### src/rtl/sst_pkg.sv
package sst_pkg;

   // Request codes
   localparam logic [1:0] OP_INSERT = 2'd0;
   localparam logic [1:0] OP_ERASE  = 2'd1;
   localparam logic [1:0] OP_TEST   = 2'd2;
   localparam logic [1:0] OP_READ   = 2'd3;

   // Result status codes
   localparam logic [1:0] STAT_OK      = 2'd0;
   localparam logic [1:0] STAT_REFUSED = 2'd1;
   localparam logic [1:0] STAT_FULL    = 2'd2;

   localparam int VALUE_W = 32;
   localparam int RANK_W  = 6;
   localparam int COUNT_W = 7;

   typedef struct packed {
      logic [RANK_W-1:0]  rank;
      logic [VALUE_W-1:0] item_value;
      logic [1:0]         op;
   } req_type;

   typedef struct packed {
      logic [COUNT_W-1:0] item_count;
      logic [VALUE_W-1:0] read_value;
      logic [1:0]         status;
   } rsp_type;

endpackage

### src/rtl/sst_core.sv
module sst_core
   import sst_pkg::*;
#(
   parameter int CAPACITY = 64
) (
   input  logic    clock,
   input  logic    reset,
   input  logic    req_valid,
   output logic    req_ready,
   input  req_type req,
   output logic    rsp_valid,
   input  logic    rsp_take,
   output rsp_type rsp
);

   localparam int AW = (CAPACITY > 1) ? $clog2(CAPACITY) : 1;
   localparam int CW = $clog2(CAPACITY + 1);
   localparam logic [CW-1:0] FULL_COUNT = CW'(CAPACITY);

   localparam logic [3:0] S_IDLE      = 4'd0;
   localparam logic [3:0] S_SEARCH    = 4'd1;
   localparam logic [3:0] S_CMP       = 4'd2;
   localparam logic [3:0] S_CHECK     = 4'd3;
   localparam logic [3:0] S_DECIDE    = 4'd4;
   localparam logic [3:0] S_INS_SHIFT = 4'd5;
   localparam logic [3:0] S_INS_PUT   = 4'd6;
   localparam logic [3:0] S_ERA_SHIFT = 4'd7;
   localparam logic [3:0] S_RD_WAIT   = 4'd8;
   localparam logic [3:0] S_FINISH    = 4'd9;

   logic [VALUE_W-1:0] mem [CAPACITY];
   logic [VALUE_W-1:0] rd_data_ff;

   logic [3:0]         state_ff, state_in;
   logic [CW-1:0]      count_ff, count_in;
   logic [1:0]         op_ff, op_in;
   logic [VALUE_W-1:0] value_ff, value_in;
   logic [CW-1:0]      lo_ff, lo_in;
   logic [CW-1:0]      hi_ff, hi_in;
   logic [CW-1:0]      mid_ff, mid_in;
   logic [CW-1:0]      idx_ff, idx_in;
   logic               present_ff, present_in;
   logic [1:0]         status_ff, status_in;
   logic [VALUE_W-1:0] rdval_ff, rdval_in;

   logic               rd_en;
   logic [CW-1:0]      rd_addr;
   logic               wr_en;
   logic [CW-1:0]      wr_addr;
   logic [VALUE_W-1:0] wr_data;

   logic [CW:0]        lo_hi_sum;
   logic [CW-1:0]      mid_c;
   logic [CW+RANK_W-1:0] rank_wide;
   logic [CW+RANK_W-1:0] count_wide;
   logic [CW-1:0]      idx_dec;
   logic [CW-1:0]      idx_inc;
   logic [CW:0]        idx_inc2;
   logic [CW:0]        lo_inc;
   logic [CW+COUNT_W-1:0] count_out;

   assign lo_hi_sum  = {1'b0, lo_ff} + {1'b0, hi_ff};
   assign mid_c      = lo_hi_sum[CW:1];
   assign rank_wide  = {{CW{1'b0}}, req.rank};
   assign count_wide = {{RANK_W{1'b0}}, count_ff};
   assign idx_dec    = idx_ff - 1'b1;
   assign idx_inc    = idx_ff + 1'b1;
   assign idx_inc2   = {1'b0, idx_ff} + 2'd2;
   assign lo_inc     = {1'b0, lo_ff} + 1'b1;
   assign count_out  = {{COUNT_W{1'b0}}, count_ff};

   // Store: one write port, one registered read port
   always_ff @(posedge clock) begin
      if (wr_en) begin
         mem[wr_addr[AW-1:0]] <= wr_data;
      end
      if (rd_en) begin
         rd_data_ff <= mem[rd_addr[AW-1:0]];
      end
   end

   always_comb begin
      state_in   = state_ff;
      count_in   = count_ff;
      op_in      = op_ff;
      value_in   = value_ff;
      lo_in      = lo_ff;
      hi_in      = hi_ff;
      mid_in     = mid_ff;
      idx_in     = idx_ff;
      present_in = present_ff;
      status_in  = status_ff;
      rdval_in   = rdval_ff;
      rd_en      = 1'b0;
      rd_addr    = lo_ff;
      wr_en      = 1'b0;
      wr_addr    = idx_ff;
      wr_data    = rd_data_ff;

      case (state_ff)
         S_IDLE: begin
            if (req_valid) begin
               op_in    = req.op;
               value_in = req.item_value;
               rdval_in = '0;
               lo_in    = '0;
               hi_in    = count_ff;
               if (req.op == OP_READ) begin
                  if (rank_wide < count_wide) begin
                     rd_en    = 1'b1;
                     rd_addr  = rank_wide[CW-1:0];
                     state_in = S_RD_WAIT;
                  end else begin
                     status_in = STAT_REFUSED;
                     state_in  = S_FINISH;
                  end
               end else begin
                  state_in = S_SEARCH;
               end
            end
         end
         S_SEARCH: begin
            if (lo_ff < hi_ff) begin
               mid_in   = mid_c;
               rd_en    = 1'b1;
               rd_addr  = mid_c;
               state_in = S_CMP;
            end else if (lo_ff < count_ff) begin
               rd_en    = 1'b1;
               rd_addr  = lo_ff;
               state_in = S_CHECK;
            end else begin
               present_in = 1'b0;
               state_in   = S_DECIDE;
            end
         end
         S_CMP: begin
            if (rd_data_ff < value_ff) begin
               lo_in = mid_ff + 1'b1;
            end else begin
               hi_in = mid_ff;
            end
            state_in = S_SEARCH;
         end
         S_CHECK: begin
            present_in = (rd_data_ff == value_ff);
            state_in   = S_DECIDE;
         end
         S_DECIDE: begin
            case (op_ff)
               OP_INSERT: begin
                  if (present_ff) begin
                     status_in = STAT_REFUSED;
                     state_in  = S_FINISH;
                  end else if (count_ff == FULL_COUNT) begin
                     status_in = STAT_FULL;
                     state_in  = S_FINISH;
                  end else if (count_ff > lo_ff) begin
                     idx_in   = count_ff;
                     rd_en    = 1'b1;
                     rd_addr  = count_ff - 1'b1;
                     state_in = S_INS_SHIFT;
                  end else begin
                     state_in = S_INS_PUT;
                  end
               end
               OP_ERASE: begin
                  if (!present_ff) begin
                     status_in = STAT_REFUSED;
                     state_in  = S_FINISH;
                  end else if (lo_inc < {1'b0, count_ff}) begin
                     idx_in   = lo_ff;
                     rd_en    = 1'b1;
                     rd_addr  = lo_inc[CW-1:0];
                     state_in = S_ERA_SHIFT;
                  end else begin
                     count_in  = count_ff - 1'b1;
                     status_in = STAT_OK;
                     state_in  = S_FINISH;
                  end
               end
               default: begin
                  status_in = present_ff ? STAT_OK : STAT_REFUSED;
                  state_in  = S_FINISH;
               end
            endcase
         end
         S_INS_SHIFT: begin
            // move the cell read last cycle up one place
            wr_en   = 1'b1;
            wr_addr = idx_ff;
            wr_data = rd_data_ff;
            idx_in  = idx_dec;
            if (idx_dec > lo_ff) begin
               rd_en   = 1'b1;
               rd_addr = idx_dec - 1'b1;
            end else begin
               state_in = S_INS_PUT;
            end
         end
         S_INS_PUT: begin
            wr_en     = 1'b1;
            wr_addr   = lo_ff;
            wr_data   = value_ff;
            count_in  = count_ff + 1'b1;
            status_in = STAT_OK;
            state_in  = S_FINISH;
         end
         S_ERA_SHIFT: begin
            // move the cell read last cycle down one place
            wr_en   = 1'b1;
            wr_addr = idx_ff;
            wr_data = rd_data_ff;
            idx_in  = idx_inc;
            if (idx_inc2 < {1'b0, count_ff}) begin
               rd_en   = 1'b1;
               rd_addr = idx_inc2[CW-1:0];
            end else begin
               count_in  = count_ff - 1'b1;
               status_in = STAT_OK;
               state_in  = S_FINISH;
            end
         end
         S_RD_WAIT: begin
            rdval_in  = rd_data_ff;
            status_in = STAT_OK;
            state_in  = S_FINISH;
         end
         S_FINISH: begin
            if (rsp_take) begin
               state_in = S_IDLE;
            end
         end
         default: begin
            state_in = S_IDLE;
         end
      endcase
   end

   always_ff @(posedge clock) begin
      if (reset) begin
         state_ff <= S_IDLE;
         count_ff <= '0;
      end else begin
         state_ff <= state_in;
         count_ff <= count_in;
      end
      op_ff      <= op_in;
      value_ff   <= value_in;
      lo_ff      <= lo_in;
      hi_ff      <= hi_in;
      mid_ff     <= mid_in;
      idx_ff     <= idx_in;
      present_ff <= present_in;
      status_ff  <= status_in;
      rdval_ff   <= rdval_in;
   end

   assign req_ready      = (state_ff == S_IDLE);
   assign rsp_valid      = (state_ff == S_FINISH);
   assign rsp.status     = status_ff;
   assign rsp.read_value = rdval_ff;
   assign rsp.item_count = count_out[COUNT_W-1:0];

endmodule

### src/rtl/sorted_set_table.sv
// Channel  | Dir | Beat contents (tdata, low bit first)                | Accepted when
// req_     | in  | op[1:0], item_value[33:2], rank[39:34]              | req_tvalid & req_tready
// rsp_     | out | status[1:0], read_value[33:2], item_count[40:34]    | rsp_tvalid & rsp_tready
//
// One request at a time: the engine is ready for a request only when idle.
// A binary search reads the value store (registered read) and then compares
// for each halving of the held range; a membership test then reads and checks
// the cell at the found position, if any. An insert moves each cell from that
// position up one place, and an erase each cell above it down one place, one
// cell at a time through the single write port. A read by rank reads one cell.
// Reset is synchronous: the count clears at once, the store is left as is.
// A new request is taken while a finished result still waits in the
// output register; rsp_tready low stalls only the engine's final step.
module sorted_set_table
   import sst_pkg::*;
#(
   parameter int CAPACITY = 64
) (
   input  logic        clock,
   input  logic        reset,
   input  logic        req_tvalid,
   output logic        req_tready,
   input  logic [39:0] req_tdata,   // op[1:0], item_value[33:2], rank[39:34]
   output logic        rsp_tvalid,
   input  logic        rsp_tready,
   output logic [47:0] rsp_tdata    // status[1:0], read_value[33:2], item_count[40:34]
);

   req_type req;
   rsp_type core_rsp;
   logic    core_valid;
   logic    core_take;

   rsp_type out_ff;
   logic    out_valid_ff;

   // unpack the request beat
   assign req.op         = req_tdata[1:0];
   assign req.item_value = req_tdata[33:2];
   assign req.rank       = req_tdata[39:34];

   sst_core #(
      .CAPACITY (CAPACITY)
   ) u_core (
      .clock     (clock),
      .reset     (reset),
      .req_valid (req_tvalid),
      .req_ready (req_tready),
      .req       (req),
      .rsp_valid (core_valid),
      .rsp_take  (core_take),
      .rsp       (core_rsp)
   );

   // load the output register when it is empty or being drained this cycle
   assign core_take = core_valid && (!out_valid_ff || rsp_tready);

   always_ff @(posedge clock) begin
      if (reset) begin
         out_valid_ff <= 1'b0;
      end else if (core_take) begin
         out_valid_ff <= 1'b1;
      end else if (rsp_tready) begin
         out_valid_ff <= 1'b0;
      end
      if (core_take) begin
         out_ff <= core_rsp;
      end
   end

   assign rsp_tvalid = out_valid_ff;
   assign rsp_tdata  = {7'd0, out_ff.item_count, out_ff.read_value, out_ff.status};

endmodule
### config.mk
export PLATFORM = sky130hd
export DESIGN_NAME = sorted_set_table
export DESIGN_NICKNAME = d
export VERILOG_FILES = /design/src/rtl/sst_pkg.sv /design/src/rtl/sst_core.sv /design/src/rtl/sorted_set_table.sv
export SDC_FILE = /design/constraint.sdc
export NUM_CORES = 2
export LEC_CHECK = 0
export ABC_AREA = 1
export BUFFER_PORTS_ARGS = -buffer_cell sky130_fd_sc_hd__buf_4
export CORE_MARGIN = 3
export CORE_UTILIZATION = 40
export DETAILED_ROUTE_END_ITERATION = 8
export SLEW_MARGIN = 5
export SYNTH_ARGS = -nofsm -noshare
export SYNTH_HDL_FRONTEND = slang
export SYNTH_HIERARCHICAL = 1
export SYNTH_SLANG_ARGS = --single-unit
### constraint.sdc
create_clock -name clock -period 13.7 [get_ports clock]
set_input_delay 0.685 -clock clock [delete_from_list [all_inputs] [get_ports clock]]
set_output_delay 0.685 -clock clock [all_outputs]
set_load 0.005 [all_outputs]
; After elaboration in Yosys (flattened, before gate mapping)
; Memory sizes are Yosys's and may differ from the RTL's. A register that Yosys moved wholly into a read port is not among the register bits.
; Index checks and enable logic that the tools add are counted.
; W data, S select, Z words.
[op_classes]
muxes = 83
n_reduce_logical = 24
order_cmp = 8
n_eq_ne = 34
addsub = 9
[ops]
columns = op, n
row1 = $mux W7, 13
row2 = $mux W6, 12
row3 = $mux W32, 2
row4 = $pmux W32 S2, 1
row5 = $pmux W7 S2, 3
row6 = $pmux W7 S3, 2
row7 = $mux W4, 10
row8 = $pmux W4 S9, 1
row9 = $eq A32 B32 Y1, 1
row10 = $lt A32 B32 Y1, 1
row11 = $pmux W6 S5, 1
row12 = $add A7 B1 Y7 const B, 3
row13 = $mux W1, 21
row14 = $mux W2, 9
row15 = $eq A4 B3 Y1 const B, 4
row16 = $lt A8 B7 Y1, 2
row17 = $ne A2 B2 Y1 const B, 8
row18 = $gt A7 B7 Y1, 2
row19 = $lt A7 B7 Y1, 2
row20 = $reduce_and A7 Y1, 2
row21 = $sub A7 B1 Y7 const B, 2
row22 = $ne A3 B2 Y1 const B, 4
row23 = $pmux W6 S2, 1
row24 = $ne A2 B1 Y1 const B, 5
row25 = 34 further kinds, 46
[totals]
ram_bits = 2048
n_memories = 1
reg_bits = 150
output_inout_bits = 50
[memory_table]
columns = memory, words, width, rd, rd_ports_with_merged_regs, wr, line_no
row1 = u_core.mem, 64, 32, 1, 1, 1, sst_core.sv:31  ; logic [VALUE_W-1:0] mem [CAPACITY];

; Depth between registers and ports, before layout
[logic_depth]
depth_word = 6
depth_mapped = 31
mapped_depth_nobuf = 28

; Cells and area by module
; The synthesis kept the hierarchy.
[by_module_without_submodules]
columns = mod, cells_per_inst, n_inst, area_each_um2, seq_area_each_um2
row1 = sst_core, 9052, 1, 96193.5, 65592.9
row2 = sorted_set_table, 55, 1, 1335.0, 1251.2

; Least setup slack after synthesis
; No wires, ideal clock.
[synth_path]
kind = reg-to-reg
from = register u_core.state_ff[2]
to = memory u_core.mem[0][0] (data pin)
path_slack_ps = 9310
path_buffers = 2
setup_time_ps = 702
path_stages_with_launch = 10
arrival_ps = 3688
required_ps = 12998
period_less_slack_ps = 4390
cell_sequence = dfxtp_1 -> inv_2 -> nor2_1 -> inv_2 -> nor2_1 -> inv_2 -> nor2_2 -> clkbuf_1 -> clkbuf_1 -> o21ai_0
[synth_between]
elab_chain_len = 2
[synth_lines]
columns = item, line_no
row1 = start: declaration, sst_core.sv:34  ; logic [3:0] state_ff, state_in;
row2 = start signal: assignment, sst_core.sv:245  ; state_ff <= state_in;
row3 = $eq A4 B3 Y1, sst_core.sv:100  ; case (state_ff)
row4 = $mux W32, sst_core.sv:100
row5 = via u_core.wr_data[0], sst_core.sv:50  ; logic [VALUE_W-1:0] wr_data;
row6 = end: declaration, sst_core.sv:31
; The timed path passes the listed nets, and every way through them passes these cells.

; Final worst setup path
[layout_path]
from = register u_core.lo_ff[4]
to = register u_core.rd_data_ff[13], read port of u_core.mem (data pin)
[layout_between]
elab_chain_len = 6
[layout_lines]
columns = item, line_no
row1 = start: declaration, sst_core.sv:38  ; logic [CW-1:0] lo_ff, lo_in;
row2 = start signal: assignment, sst_core.sv:250  ; lo_ff <= lo_in;
row3 = $add A7 B1 Y8 / $gt A7 B7 Y1 (equally long branches), "sst_core.sv:69, sst_core.sv:158"
row4 = $lt A8 B7 Y1 (tied with other cells), sst_core.sv:171  ; end else if (lo_inc < {1'b0, count_ff}) begin
row5 = $mux W6 (tied with other cells), sst_core.sv:171
row6 = $mux W6 (tied with other cells), sst_core.sv:168  ; if (!present_ff) begin
row7 = $pmux W6 S2 / $pmux W1 S2 (equally long branches), sst_core.sv:150  ; case (op_ff)
row8 = $pmux W6 S5 / $pmux W1 S5 (equally long branches), sst_core.sv:100
row9 = end: declaration, sst_core.sv:32  ; logic [VALUE_W-1:0] rd_data_ff;
; Several ways; a longest one is shown, not always the timed one.
; A chain may end at the register's enable or synchronous reset.

==> key figures <==
Yosys
  – Async S/R FF share, synth: 0%
  – Largest family of logic cells by synthesized area: simple AND/OR/NAND/NOR gates
  – Top_reg_cell synth: edfxtp_1
  – Post-Synth Simple-Gate Area: a little under a quarter
  – FF+latch count, synth: 2230
  – EDFF count, synth: ~2.2k
  – XOR/XNOR Fraction of Synth Area: 0.242%
  – Post-synthesis compound-gate area fraction: under 10%
  – Synth Cell Area: 0.0975 mm2
  – Seq/Total Area, Yosys: a little under 70%
  – Adder-cell share of the synthesized area: ~1.1%
  – Portion of netlist area occupied by mux cells: 0%
  – Syn_area_per_cell: 10.7 um2
  – Synth Instances: 9107
  – Yosys cell types: 49
  – Synth Warn #: 6

STA
  – Slew HR: 17.7%
  – RSZ-0062 raised after global routing: no
  – Hold Vio Cnt, Final: 0
  – Final worst-path cycle share: approximately 60%
  – Fin. max-slew vios: 0
  – Setup TNS: 0 ns
  – Final setup vio count: 0
  – Worst Max-Slew Pin Slew: 1.22 ns
  – Skew final: a little over 0.08 ns
  – Final Critical Period: about 8.0 ns
  – Fmax: approximately 130 MHz

Drt
  – Via total after detailed routing: 69.7k
  – Drt drc: 0
  – Vias per cell: 5.61
  – Initial DRC count: 9178
  – Final Routed Wirelength: 305 mm
  – TritonRoute pass-1 iters: 7
  – Post-route ant nets: 0
  – DR WL/cell: 24.5 um

Place
  – Detail Placement HPWL: 160 mm
  – Input/output buffers: 86
  – Placer Congestion: around 0.89

Outcome
  – Status: finished, final reports clean

Worst setup path
  – Startpoint types: register
  – Data required, critical path: 14.32 ns
  – Crit Path Class: register to register
  – CP Capture Type: register
  – Worst Path Max Fanout: 103
  – CP arrival: 8.61 ns

Floorplanning
  – Io pins: 94
  – CORE AREA: about 0.24 mm2
  – Starting Density: about two fifths
  – Die H: 500 um
  – FP Rows: 180
  – Die area: about 0.25 mm2
  – DIE WIDTH: 500 um

Layout
  – Area grow syn2layout: 12.4%
  – Ratio of cells with drive above 1 in the final layout: roughly 7.7%
  – Fin nets: 9167

Clock tree
  – CTS Hold Bufs: 34
  – H-tree Lvls: 4
  – CTS Root Cell: clkbuf_16
  – Post-CTS Setup Bufs: 0
  – Clk slew on worst S/H paths: 0.06 ns
  – Clock buffer depth: 3
  – Post-CTS Resized: 0
  – Clock sinks: 2230
  – CTS buffer count: 226
  – Later-pin clock latency in the skew report: 0.91 ns
  – CTS tree: built

Global routing
  – Number of global-route vias before repair: 65.1k
  – Gr ovfl total: 0
  – Initial antenna violation count: 14
  – Global-route wire length before repair: around 440 mm
  – Largest net degree at the start of global routing: between 150 and 200
  – All-layer global routing usage: about a quarter

Hold path
  – Worst min path class: primary input to register

Job
  – MaxCap Viol Count: 0
-- final cells by class --
| type | count | area (um2) |
|---|---|---|
| Tap cell | 3185 | 3990 |
| Sequential cell | 2230 | 66800 |
| Fill cell | 22000 | 132000 |
| Clock inverter | 146 | 1560 |
| Clock buffer | 280 | 5900 |
| Timing Repair Buffer | 282 | 2340 |
| Multi-Input combinational cell | 5680 | 26700 |
| Antenna cell | 6 | 15.0 |
| Inverter | 615 | 2330 |
-- stage by stage --
| stage | area, um2 | utilization [%] | std cells | hold WS (ns) | setup slack (ns) |
|---|---|---|---|---|---|
| after floorplan | 97600 | - | 9113 | 0.400 | 9.31 |
| after global routing | 110000 | 45.4 | 12400 | 0.0511 | 5.30 |
| after global placement | 102000 | 42.2 | 12000 | 0.406 | 5.77 |
| after CTS | 110000 | 45.4 | 12400 | 0.0111 | 5.87 |
| after detailed placement | 102000 | 42.2 | 12000 | 0.405 | 5.84 |
| final | 110000 | 45.4 | 12400 | 0.0823 | 5.72 |
-- critical path: stages (launching register included) --
cell,delay (ns)
edfxtp_1,0.64
clkinv_1,0.51
nor3_1,0.35
xor2_1,0.17
inv_1,0.06
ha_1,0.29
nand2_1,0.09
nor2_1,0.04
nor2_1,0.10
nand2_1,0.07
inv_2,0.07
nand4_1,0.09
nand2_1,0.10
inv_1,0.04
nand3_1,0.08
nand2_1,0.07
nor2_2,0.14
nand3_4,0.75
nand2_8,1.01
buf_4,0.74
buf_4,0.80
nand2_1,0.10
nand3_1,0.10
nand3_1,0.10
nand3_1,0.20
nand3_1,0.34
nand3_1,0.38
nand2_1,0.09
-- sequential cells by signal, summed over array words and instances (netlist names) --
| name | count |
|---|---|
| rsp_tdata | 41 |
| u_core/state_ff | 4 |
| u_core/rdval_ff | 32 |
| u_core/status_ff | 2 |
| u_core/lo_ff | 7 |
| u_core/idx_ff | 7 |
| u_core/mid_ff | 7 |
| u_core/op_ff | 2 |
| u_core/present_ff | 1 |
| u_core/mem | 2048 |
| u_core/rd_data_ff | 32 |
| rsp_tvalid | 1 |
| u_core/count_ff | 7 |
| u_core/value_ff | 32 |
| u_core/hi_ff | 7 |
-- logic make-up (layout without fill, tap and decap cells) --
logic type / count (synthesis) / after routing
other: 1 / 13
DFF: 2230 / 2230
and+or+nand+nor: 5354 / 5354
adders and majority gates: 88 / 88
buffers and inverters: 1203 / 1323
AOI/OAI and AO/OA: 204 / 204
xor gates and xnor gates: 27 / 27
-- synth_stat cells, types with 2 or more instances --
cell / count / area, um2
nand2_1: 2863 / 10700
nand3_1: 2223 / 11100
edfxtp_1: 2218 / 66600
inv_1: 591 / 2220
buf_2: 246 / 1230
clkbuf_1: 238 / 893
nor2_1: 172 / 646
ha_1: 87 / 1090
o21ai_0: 77 / 385
a21oi_1: 68 / 340
buf_1: 57 / 214
buf_4: 44 / 330
nand3b_1: 34 / 255
nor3_1: 23 / 115
xor2_1: 23 / 201
inv_2: 21 / 78.8
o211ai_1: 16 / 120
dfxtp_1: 12 / 240
nand4_1: 10 / 62.6
nor2_2: 9 / 56.3
nor4_1: 7 / 43.8
a211oi_1: 5 / 37.5
a31oi_1: 5 / 31.3
o2111ai_1: 5 / 43.8
o21ai_1: 5 / 25.0
o21a_1: 4 / 30.0
o22ai_1: 4 / 25.0
o31ai_1: 4 / 30.0
xnor2_1: 4 / 35.0
buf_6: 3 / 33.8
clkinv_1: 3 / 11.3
a311oi_1: 2 / 17.5
nand2_2: 2 / 12.5
nand3_2: 2 / 20.0
nor2_4: 2 / 22.5
nor3b_1: 2 / 15.0
o21bai_1: 2 / 15.0
o221ai_1: 2 / 17.5
or2_2: 2 / 12.5
-- path summary, 6_finish.rpt --
kind	startpoint	end	slack, ns	cells after the start
min	reset	rsp_tvalid	0.08	2
max reg2reg	u_core/lo_ff[4]	u_core/rd_data_ff[13]	5.72	27
min reg2reg	u_core/rdval_ff[31]	rsp_tdata[33]	0.42	0
max	u_core/lo_ff[4]	u_core/rd_data_ff[13]	5.72	27
-- layer usage --
| metal | wire length [um] | share of wire, % | vias to the layer above | track usage (%) |
|---|---|---|---|---|
| met3 | 30600 | 10 | 582 | 4.33 |
| met4 | 12300 | 4.0 | 6 | 9.33 |
| li1 | - | - | 31200 | - |
| met2 | 138000 | 45 | 3647 | 37.1 |
| met5 | 42 | 0.014 | - | 0 |
| met1 | 124000 | 41 | 34200 | 33.1 |
-- cells in the final DEF, fill, tap and decap left out, types with 44 or more instances in the layout --
cell type  count
edfxtp_1    2218
o21ai_0       44
buf_4        237
ha_1          87
nand3_1     2223
clkinv_1      63
nand2_1     2862
nor2_4        68
clkbuf_1      52
inv_1        591
a21oi_1       67
nor2_1       107
clkbuf_16    228
Power is not shown: default switching activity piles up to over one toggle a cycle in this logic, so the estimate is an artifact.
